`src/sv/thbt_pkg.sv`:
```
// Package for the two-wire handshake byte transceiver.
// Beat payload types, opcodes, register indexes and reset values; no dependencies.
`default_nettype none

package thbt_pkg;

   localparam int TIMEOUT_W = 20;
   localparam int HOLD_W    = 16;
   localparam int CSR_IDX_W = 1;

   localparam logic [TIMEOUT_W-1:0] TIMEOUT_RESET = TIMEOUT_W'(250000);
   localparam logic [HOLD_W-1:0]    HOLD_RESET    = HOLD_W'(50);
   localparam logic [7:0]           RX_TOP_BIT    = 8'h80;

   localparam logic [1:0] OP_TICK = 2'd0;
   localparam logic [1:0] OP_SEND = 2'd1;
   localparam logic [1:0] OP_RECV = 2'd2;

   localparam logic [CSR_IDX_W-1:0] CSR_TIMEOUT = 1'd0;
   localparam logic [CSR_IDX_W-1:0] CSR_HOLD    = 1'd1;

   typedef enum logic [5:0] {
      PH_IDLE     = 6'b000001,
      PH_TX_PULL  = 6'b000010,
      PH_TX_REL   = 6'b000100,
      PH_RX_START = 6'b001000,
      PH_RX_HOLD  = 6'b010000,
      PH_RX_ACK   = 6'b100000
   } phase_type;

   typedef struct packed {
      logic [1:0] opcode;
      logic [7:0] tx_byte;
      logic       tip_level;
      logic       ring_level;
   } req_type;

   typedef struct packed {
      logic       tip_pull_low;
      logic       ring_pull_low;
      logic       busy_res;
      logic       rx_valid;
      logic [7:0] rx_byte;
      logic       tx_done;
      logic       timeout_error;
   } rsp_type;

endpackage

`default_nettype wire

```
`src/sv/two_wire_handshake_byte_transceiver.sv`:
```
// Two-wire open-drain (tip/ring) byte transceiver, one beat per line-sample tick.
// Depends on thbt_pkg for payload types, opcodes and register indexes.
// The result beat for a tick is registered and offered in the cycle after the tick is accepted.
// Throughput: one tick per cycle; the state machine advances once per accepted beat.
// The only back-pressure is a full result register that the far side is stalling.
// Reset (synchronous, active high): idle, counters and shift register cleared,
// timeout_ticks = 250000, hold_ticks = 50, result register empty.
`default_nettype none

module two_wire_handshake_byte_transceiver
   import thbt_pkg::*;
(
   input  wire logic                 clock,
   input  wire logic                 reset,
   // request beats: one per tick
   input  wire logic                 req_valid,
   output      logic                 req_stall,
   input  wire req_type              req_data,
   // result beats
   output      logic                 rsp_valid,
   input  wire logic                 rsp_stall,
   output      rsp_type              rsp_data,
   // register writes
   input  wire logic                 csr_valid,
   output      logic                 csr_ready,
   input  wire logic [CSR_IDX_W-1:0] csr_index,
   input  wire logic [TIMEOUT_W-1:0] csr_data
);

   // configuration
   logic [TIMEOUT_W-1:0] timeout_ticks_ff;
   logic [HOLD_W-1:0]    hold_ticks_ff;

   // transfer state
   phase_type            phase_ff,      phase_in;
   logic [2:0]           bit_index_ff,  bit_index_in;
   logic [7:0]           shift_reg_ff,  shift_reg_in;
   logic [TIMEOUT_W-1:0] wait_count_ff, wait_count_in;
   logic [HOLD_W-1:0]    hold_count_ff, hold_count_in;

   // result register
   logic                 rsp_valid_ff;
   rsp_type              rsp_data_ff,   rsp_data_in;

   logic                 req_take;

   // wait step helpers
   logic [TIMEOUT_W-1:0] limit;
   logic [TIMEOUT_W-1:0] wait_inc;
   logic                 wait_expired;
   logic [HOLD_W-1:0]    hold_inc;
   logic                 wait_cond;

   // A new tick may enter whenever the result register is empty or draining.
   assign req_stall = rsp_valid_ff && rsp_stall;
   assign req_take  = req_valid && !req_stall;
   assign csr_ready = 1'b1;

   assign rsp_valid = rsp_valid_ff;
   assign rsp_data  = rsp_data_ff;

   // A zero timeout behaves as one: fail at the first failed check.
   assign limit        = (timeout_ticks_ff == '0) ? TIMEOUT_W'(1) : timeout_ticks_ff;
   assign wait_inc     = wait_count_ff + TIMEOUT_W'(1);
   assign wait_expired = (wait_inc >= limit);
   assign hold_inc     = hold_count_ff + HOLD_W'(1);

   // Condition each handshake wait is looking for.
   always_comb begin
      unique case (phase_ff)
         PH_TX_PULL: wait_cond = shift_reg_ff[0] ? !req_data.tip_level : !req_data.ring_level;
         PH_TX_REL:  wait_cond = shift_reg_ff[0] ?  req_data.tip_level :  req_data.ring_level;
         PH_RX_ACK:  wait_cond = (shift_reg_ff & RX_TOP_BIT) != '0 ?
                                 req_data.ring_level : req_data.tip_level;
         default:    wait_cond = 1'b0;
      endcase
   end

   // Next state and result for one tick.
   always_comb begin
      phase_in      = phase_ff;
      bit_index_in  = bit_index_ff;
      shift_reg_in  = shift_reg_ff;
      wait_count_in = wait_count_ff;
      hold_count_in = hold_count_ff;
      rsp_data_in   = '0;

      unique case (phase_ff)
         PH_TX_PULL, PH_TX_REL, PH_RX_ACK: begin
            if (wait_cond) begin
               wait_count_in = '0;
               if (phase_ff == PH_TX_PULL) begin
                  phase_in = PH_TX_REL;
               end else if (bit_index_ff == 3'd7) begin
                  // last bit handshaken: byte complete
                  phase_in      = PH_IDLE;
                  hold_count_in = '0;
                  if (phase_ff == PH_TX_REL) begin
                     rsp_data_in.tx_done = 1'b1;
                  end else begin
                     rsp_data_in.rx_valid = 1'b1;
                     rsp_data_in.rx_byte  = shift_reg_ff;
                  end
               end else begin
                  bit_index_in = bit_index_ff + 3'd1;
                  if (phase_ff == PH_TX_REL) begin
                     shift_reg_in = shift_reg_ff >> 1;
                     phase_in     = PH_TX_PULL;
                  end else begin
                     phase_in = PH_RX_START;
                  end
               end
            end else if (wait_expired) begin
               // abort: release both lines
               phase_in                  = PH_IDLE;
               wait_count_in             = '0;
               hold_count_in             = '0;
               rsp_data_in.timeout_error = 1'b1;
            end else begin
               wait_count_in = wait_inc;
            end
         end
         PH_RX_START: begin
            // no time limit while both lines idle high
            if (!(req_data.tip_level && req_data.ring_level)) begin
               shift_reg_in  = (shift_reg_ff >> 1) | (req_data.tip_level ? RX_TOP_BIT : 8'h00);
               hold_count_in = '0;
               wait_count_in = '0;
               phase_in      = (hold_ticks_ff == '0) ? PH_RX_ACK : PH_RX_HOLD;
            end
         end
         PH_RX_HOLD: begin
            hold_count_in = hold_inc;
            if (hold_inc >= hold_ticks_ff) begin
               wait_count_in = '0;
               phase_in      = PH_RX_ACK;
            end
         end
         default: begin
            // idle; commands are only taken here
            phase_in = PH_IDLE;
            if (req_data.opcode == OP_SEND) begin
               shift_reg_in  = req_data.tx_byte;
               bit_index_in  = '0;
               wait_count_in = '0;
               phase_in      = PH_TX_PULL;
            end else if (req_data.opcode == OP_RECV) begin
               shift_reg_in  = '0;
               bit_index_in  = '0;
               wait_count_in = '0;
               hold_count_in = '0;
               phase_in      = PH_RX_START;
            end
         end
      endcase

      // Line drive follows the state after this tick.
      if (phase_in == PH_TX_PULL) begin
         rsp_data_in.ring_pull_low = shift_reg_in[0];
         rsp_data_in.tip_pull_low  = !shift_reg_in[0];
      end else if (phase_in == PH_RX_ACK) begin
         rsp_data_in.tip_pull_low  = shift_reg_in[7];
         rsp_data_in.ring_pull_low = !shift_reg_in[7];
      end
      rsp_data_in.busy_res = (phase_in != PH_IDLE);
   end

   // State and result registers.
   always_ff @(posedge clock) begin
      if (reset) begin
         phase_ff      <= PH_IDLE;
         bit_index_ff  <= '0;
         shift_reg_ff  <= '0;
         wait_count_ff <= '0;
         hold_count_ff <= '0;
         rsp_valid_ff  <= 1'b0;
      end else begin
         if (req_take) begin
            phase_ff      <= phase_in;
            bit_index_ff  <= bit_index_in;
            shift_reg_ff  <= shift_reg_in;
            wait_count_ff <= wait_count_in;
            hold_count_ff <= hold_count_in;
            rsp_valid_ff  <= 1'b1;
         end else if (!rsp_stall) begin
            rsp_valid_ff <= 1'b0;
         end
      end
   end

   // Result payload: loaded with each accepted tick, no reset needed.
   always_ff @(posedge clock) begin
      if (req_take) begin
         rsp_data_ff <= rsp_data_in;
      end
   end

   // Configuration registers.
   always_ff @(posedge clock) begin
      if (reset) begin
         timeout_ticks_ff <= TIMEOUT_RESET;
         hold_ticks_ff    <= HOLD_RESET;
      end else if (csr_valid && csr_ready) begin
         unique case (csr_index)
            CSR_TIMEOUT: timeout_ticks_ff <= csr_data;
            CSR_HOLD:    hold_ticks_ff    <= csr_data[HOLD_W-1:0];
            default:     ;
         endcase
      end
   end

endmodule

`default_nettype wire
```
`config.mk`:
```
export PLATFORM = sky130hd
export DESIGN_NAME = two_wire_handshake_byte_transceiver
export DESIGN_NICKNAME = d
export VERILOG_FILES = /design/src/sv/thbt_pkg.sv /design/src/sv/two_wire_handshake_byte_transceiver.sv
export SDC_FILE = /design/constraint.sdc
export NUM_CORES = 1
export LEC_CHECK = 0
export BUFFER_PORTS_ARGS = -buffer_cell sky130_fd_sc_hd__buf_2
export CORE_AREA = 2 2 101 103
export DETAILED_ROUTE_END_ITERATION = 10
export DIE_AREA = 0 0 103 105
export PLACE_DENSITY = 0.9
export SLEW_MARGIN = 10
export SYNTH_ARGS = -nofsm -noshare
export SYNTH_HDL_FRONTEND = slang
export SYNTH_SLANG_ARGS = --single-unit
```
`constraint.sdc`:
```
create_clock -name clock -period 11.7 [get_ports clock]
set_input_delay 2.34 -clock clock [delete_from_list [all_inputs] [get_ports clock]]
set_output_delay 2.34 -clock clock [all_outputs]
set_load 0.05 [all_outputs]
```
==> flow_summary.ini <==
[placed_design]
place_area_mm2 = 0.00643
detailedPlace.worstSlack_ps = 6540
place_congestion = 0.913
buffer_ports.inserted = 53
dp_hpwl_um = 10700

[yosys]
synth_area_mm2 = 0.00619
synth_edf_count = 14
dominantRegCellSynth = dfxtp_1
post_synth_main_area_contributors = dfxtp_1, ha_1, edfxtp_1
cells_after_synth = 774
yosys.cell_types.count = 60
yosys_warnings = 0
synth_top_area_share = 0.291
synth-seq-cells = 104
yosysTopAreaCell = dfxtp_1
mappedNetlistNets = 854
yosys.cell_count.top_type = nand2_1
ys_async_sr_fraction = 0
synth_commonest_cells = nand2_1, dfxtp_1, a21oi_1
synth.yosys.seq_area_share = 0.359
syn_avg_cell_area_um2 = 7.99

[global_route]
first_global_vias = 5353
grt-ovfl-total = 0
largest_net_degree_at_the_start_of_global_routing = 91
number_of_antenna_violations_at_the_first_check_in_global_routing = 0
groute.usage.overall = 0.281
first_pass_grt_wire_length_um = 24600

[clock_network]
cts_setup_buffers = 0
worstSkewPairLatency_ps = 380
cts.sink_count = 104
numCtsBuffers = 9
post_cts.resized_instances = 0
cts_max_path_buffers = 2
cts_root_buf = clkbuf_8
htree_levels = 3
hold_buffers = 0
cts_tree = built
worst_setup_hold_path_clk_slew_ps = 100

[floorplanning]
die_w_um = 103
top_level_ports = 55
floorplan.core_area_mm2 = 0.00964
starting_density_of_the_core = 0.642
die-area_mm2 = 0.0108
core.rowCount = 36
dieHeight_um = 105

[outcome]
run_status = finished, final reports clean

[timing]
rsz0062_at_grt = no
portion_of_the_clock_cycle_consumed_by_the_worst_path_in_the_final_layout = 0.439
final_max_slew_viol_count = 0
timing.final.hold_violations = 0
fin_skew_ps = 8.91
setup_viol_count_final = 0
max_freq_ghz = 0.195
worst_slew_pin_slew_ps = 963
final_worst_path_period_need_ps = 5130
final_setup_margin_ps = 6570
slew_headroom = 0.356
tns_ps = 0
finalHoldWorstSlack_ps = 466

[critical_path]
critical_path.cell_chain = buf_2, nand2_1, inv_1, buf_2
worst_path_largest_cell_delay_ps = 260
worst-endpoint-arrival_ps = 2790
cp.buffers_inverters = 3
crit_slowest_cell = buf_2
worst_reg2reg_endpoint = rsp_data[12]
critical_path.max_fanout = 2
critical_path.most_common_cell = buf_2
critPathTopFamily = buffers and inverters
timing.reg2reg.worst_path_depth = 14
rr_startpoint = wait_count_ff[0]
worst-endpoint-required_ps = 9360
reg2reg_slack_ps = 6610
criticalPathCategory = in2out
endpoint_class_of_the_critical_path = output pin
setup.worst_path.start_class = input port

[pwr]
cell_internal_pwr_w = 0.000509
vdd_ir_drop_max_v = 0.0000684
comb_power_share = 0.135
pwr-share-clk = 0.328
sequentialPowerShare = 0.537
leakagePower_nw = 2.74
net-switching-power_w = 0.000211
sw_frac_of_total = 0.293
pwr_density_cell_mw_per_mm2 = 109

[route]
drt-initial-drc-count = 374
wl_per_cell_um = 15.7
wl_um = 14600
drc = 0
routed_via_density = 6.08
drt_first_pass_iters = 5
route.antenna.remaining_nets = 0
vias = 5677

[final_layout]
flow.area_growth_from_synthesis_pct = 7.14
n_antenna_cell = 0
layout.core_utilization = 0.688
numnets_final = 875
drive_above_1_share = 0.103
postLayoutCellArea_mm2 = 0.00663

[min_path]
worstHoldPathType = reg2reg
min_from = timeout_ticks_ff[0]
min_delay_path_depth = 2
hold-path-endpoint = timeout_ticks_ff[0]

[flow_run]
max_cap_viol_count = 0
stage by stage:
step / std cells / total power [W]
final: 933 / 0.000721
after global routing: 933 / 0.000749
after CTS: 933 / 0.000722
after detailed placement: 917 / 0.000491
after global placement: 917 / 0.000487
after floorplan: 774 / 0.000466
layout by cell type (no fill, tap or decap), types with 8 or more instances in the layout:
cell type,synthesis,final
buf_2,8,53
nor3_1,21,21
a221oi_1,9,9
xnor2_1,20,20
nand3_1,19,19
dfxtp_1,90,90
inv_1,56,56
xor2_1,14,14
and2_1,10,10
o21ai_0,32,32
clkbuf_8,0,9
edfxtp_1,14,14
a211o_1,11,11
nand3b_1,11,11
nand2_1,108,108
nand4_1,19,19
nor4_1,12,12
o211ai_1,8,8
and3_1,12,12
ha_1,42,42
nor2_1,53,53
a211oi_1,13,13
a21oi_1,79,79
registers in the layout (all words and copies together) (netlist names):
signal            flops
bit_index_ff          3
hold_count_ff        16
hold_ticks_ff        16
phase_ff              6
rsp_data             14
rsp_valid             1
shift_reg_ff          8
timeout_ticks_ff     20
wait_count_ff        20
tightest hold or removal path, delay by kind of cell, from the launching register on:
family,cells,cell delay [ps]
simple gates,1,50
flops,1,330
compound gates,1,50
area by class of cell:
cell class	instances	area [um^2]
Clock buffer	9	124
Clock inverter	7	77.6
Fill cell	812	3010
Inverter	56	210
Multi-Input combinational cell	569	3550
Sequential cell	104	2220
Tap cell	133	166
Timing Repair Buffer	55	280
kinds of logic after synthesis:
family	Yosys count	synth area share
compound gates	175	0.175
xor+xnor	34	0.0481
fa+ha+maj	42	0.0849
buf+inv	101	0.0673
flops	104	0.359
mux	6	0.00971
other cells	1	0.000606
simple gates	311	0.256
layer usage:
layer  share of wire  vias up  routed length (um)  GRT usage
li1                -     2770                   -          -
met1            0.44     2695                6420      0.375
met2            0.50      192                7260      0.471
met3           0.050       20                 736     0.0408
met4           0.015        0                 214     0.0780
met5               0        -                   0          0
worst max-delay path by stage:
stage / startpoint / to / slack [ps] / cells after the start
floorplan: rsp_stall / req_stall / 6620 / 2
global placement: rsp_stall / req_stall / 6570 / 4
global route: wait_count_ff[0] / rsp_data[11] / 6180 / 14
finish: rsp_stall / req_stall / 6570 / 4
CTS: rsp_stall / req_stall / 6560 / 4
detailed placement: rsp_stall / hold_count_ff[12] / 6540 / 9
power by group through the flow:
stage	Sequential [W]	Combinational (W)	Clock, W
floorplan	0.000399	0.0000672	0
CTS	0.000386	0.0000970	0.000238
global route	0.000389	0.000109	0.000251
detailed placement	0.000395	0.0000966	0
global placement	0.000394	0.0000926	0
finish	0.000387	0.0000976	0.000236
Power figures use the tool's default switching activity.
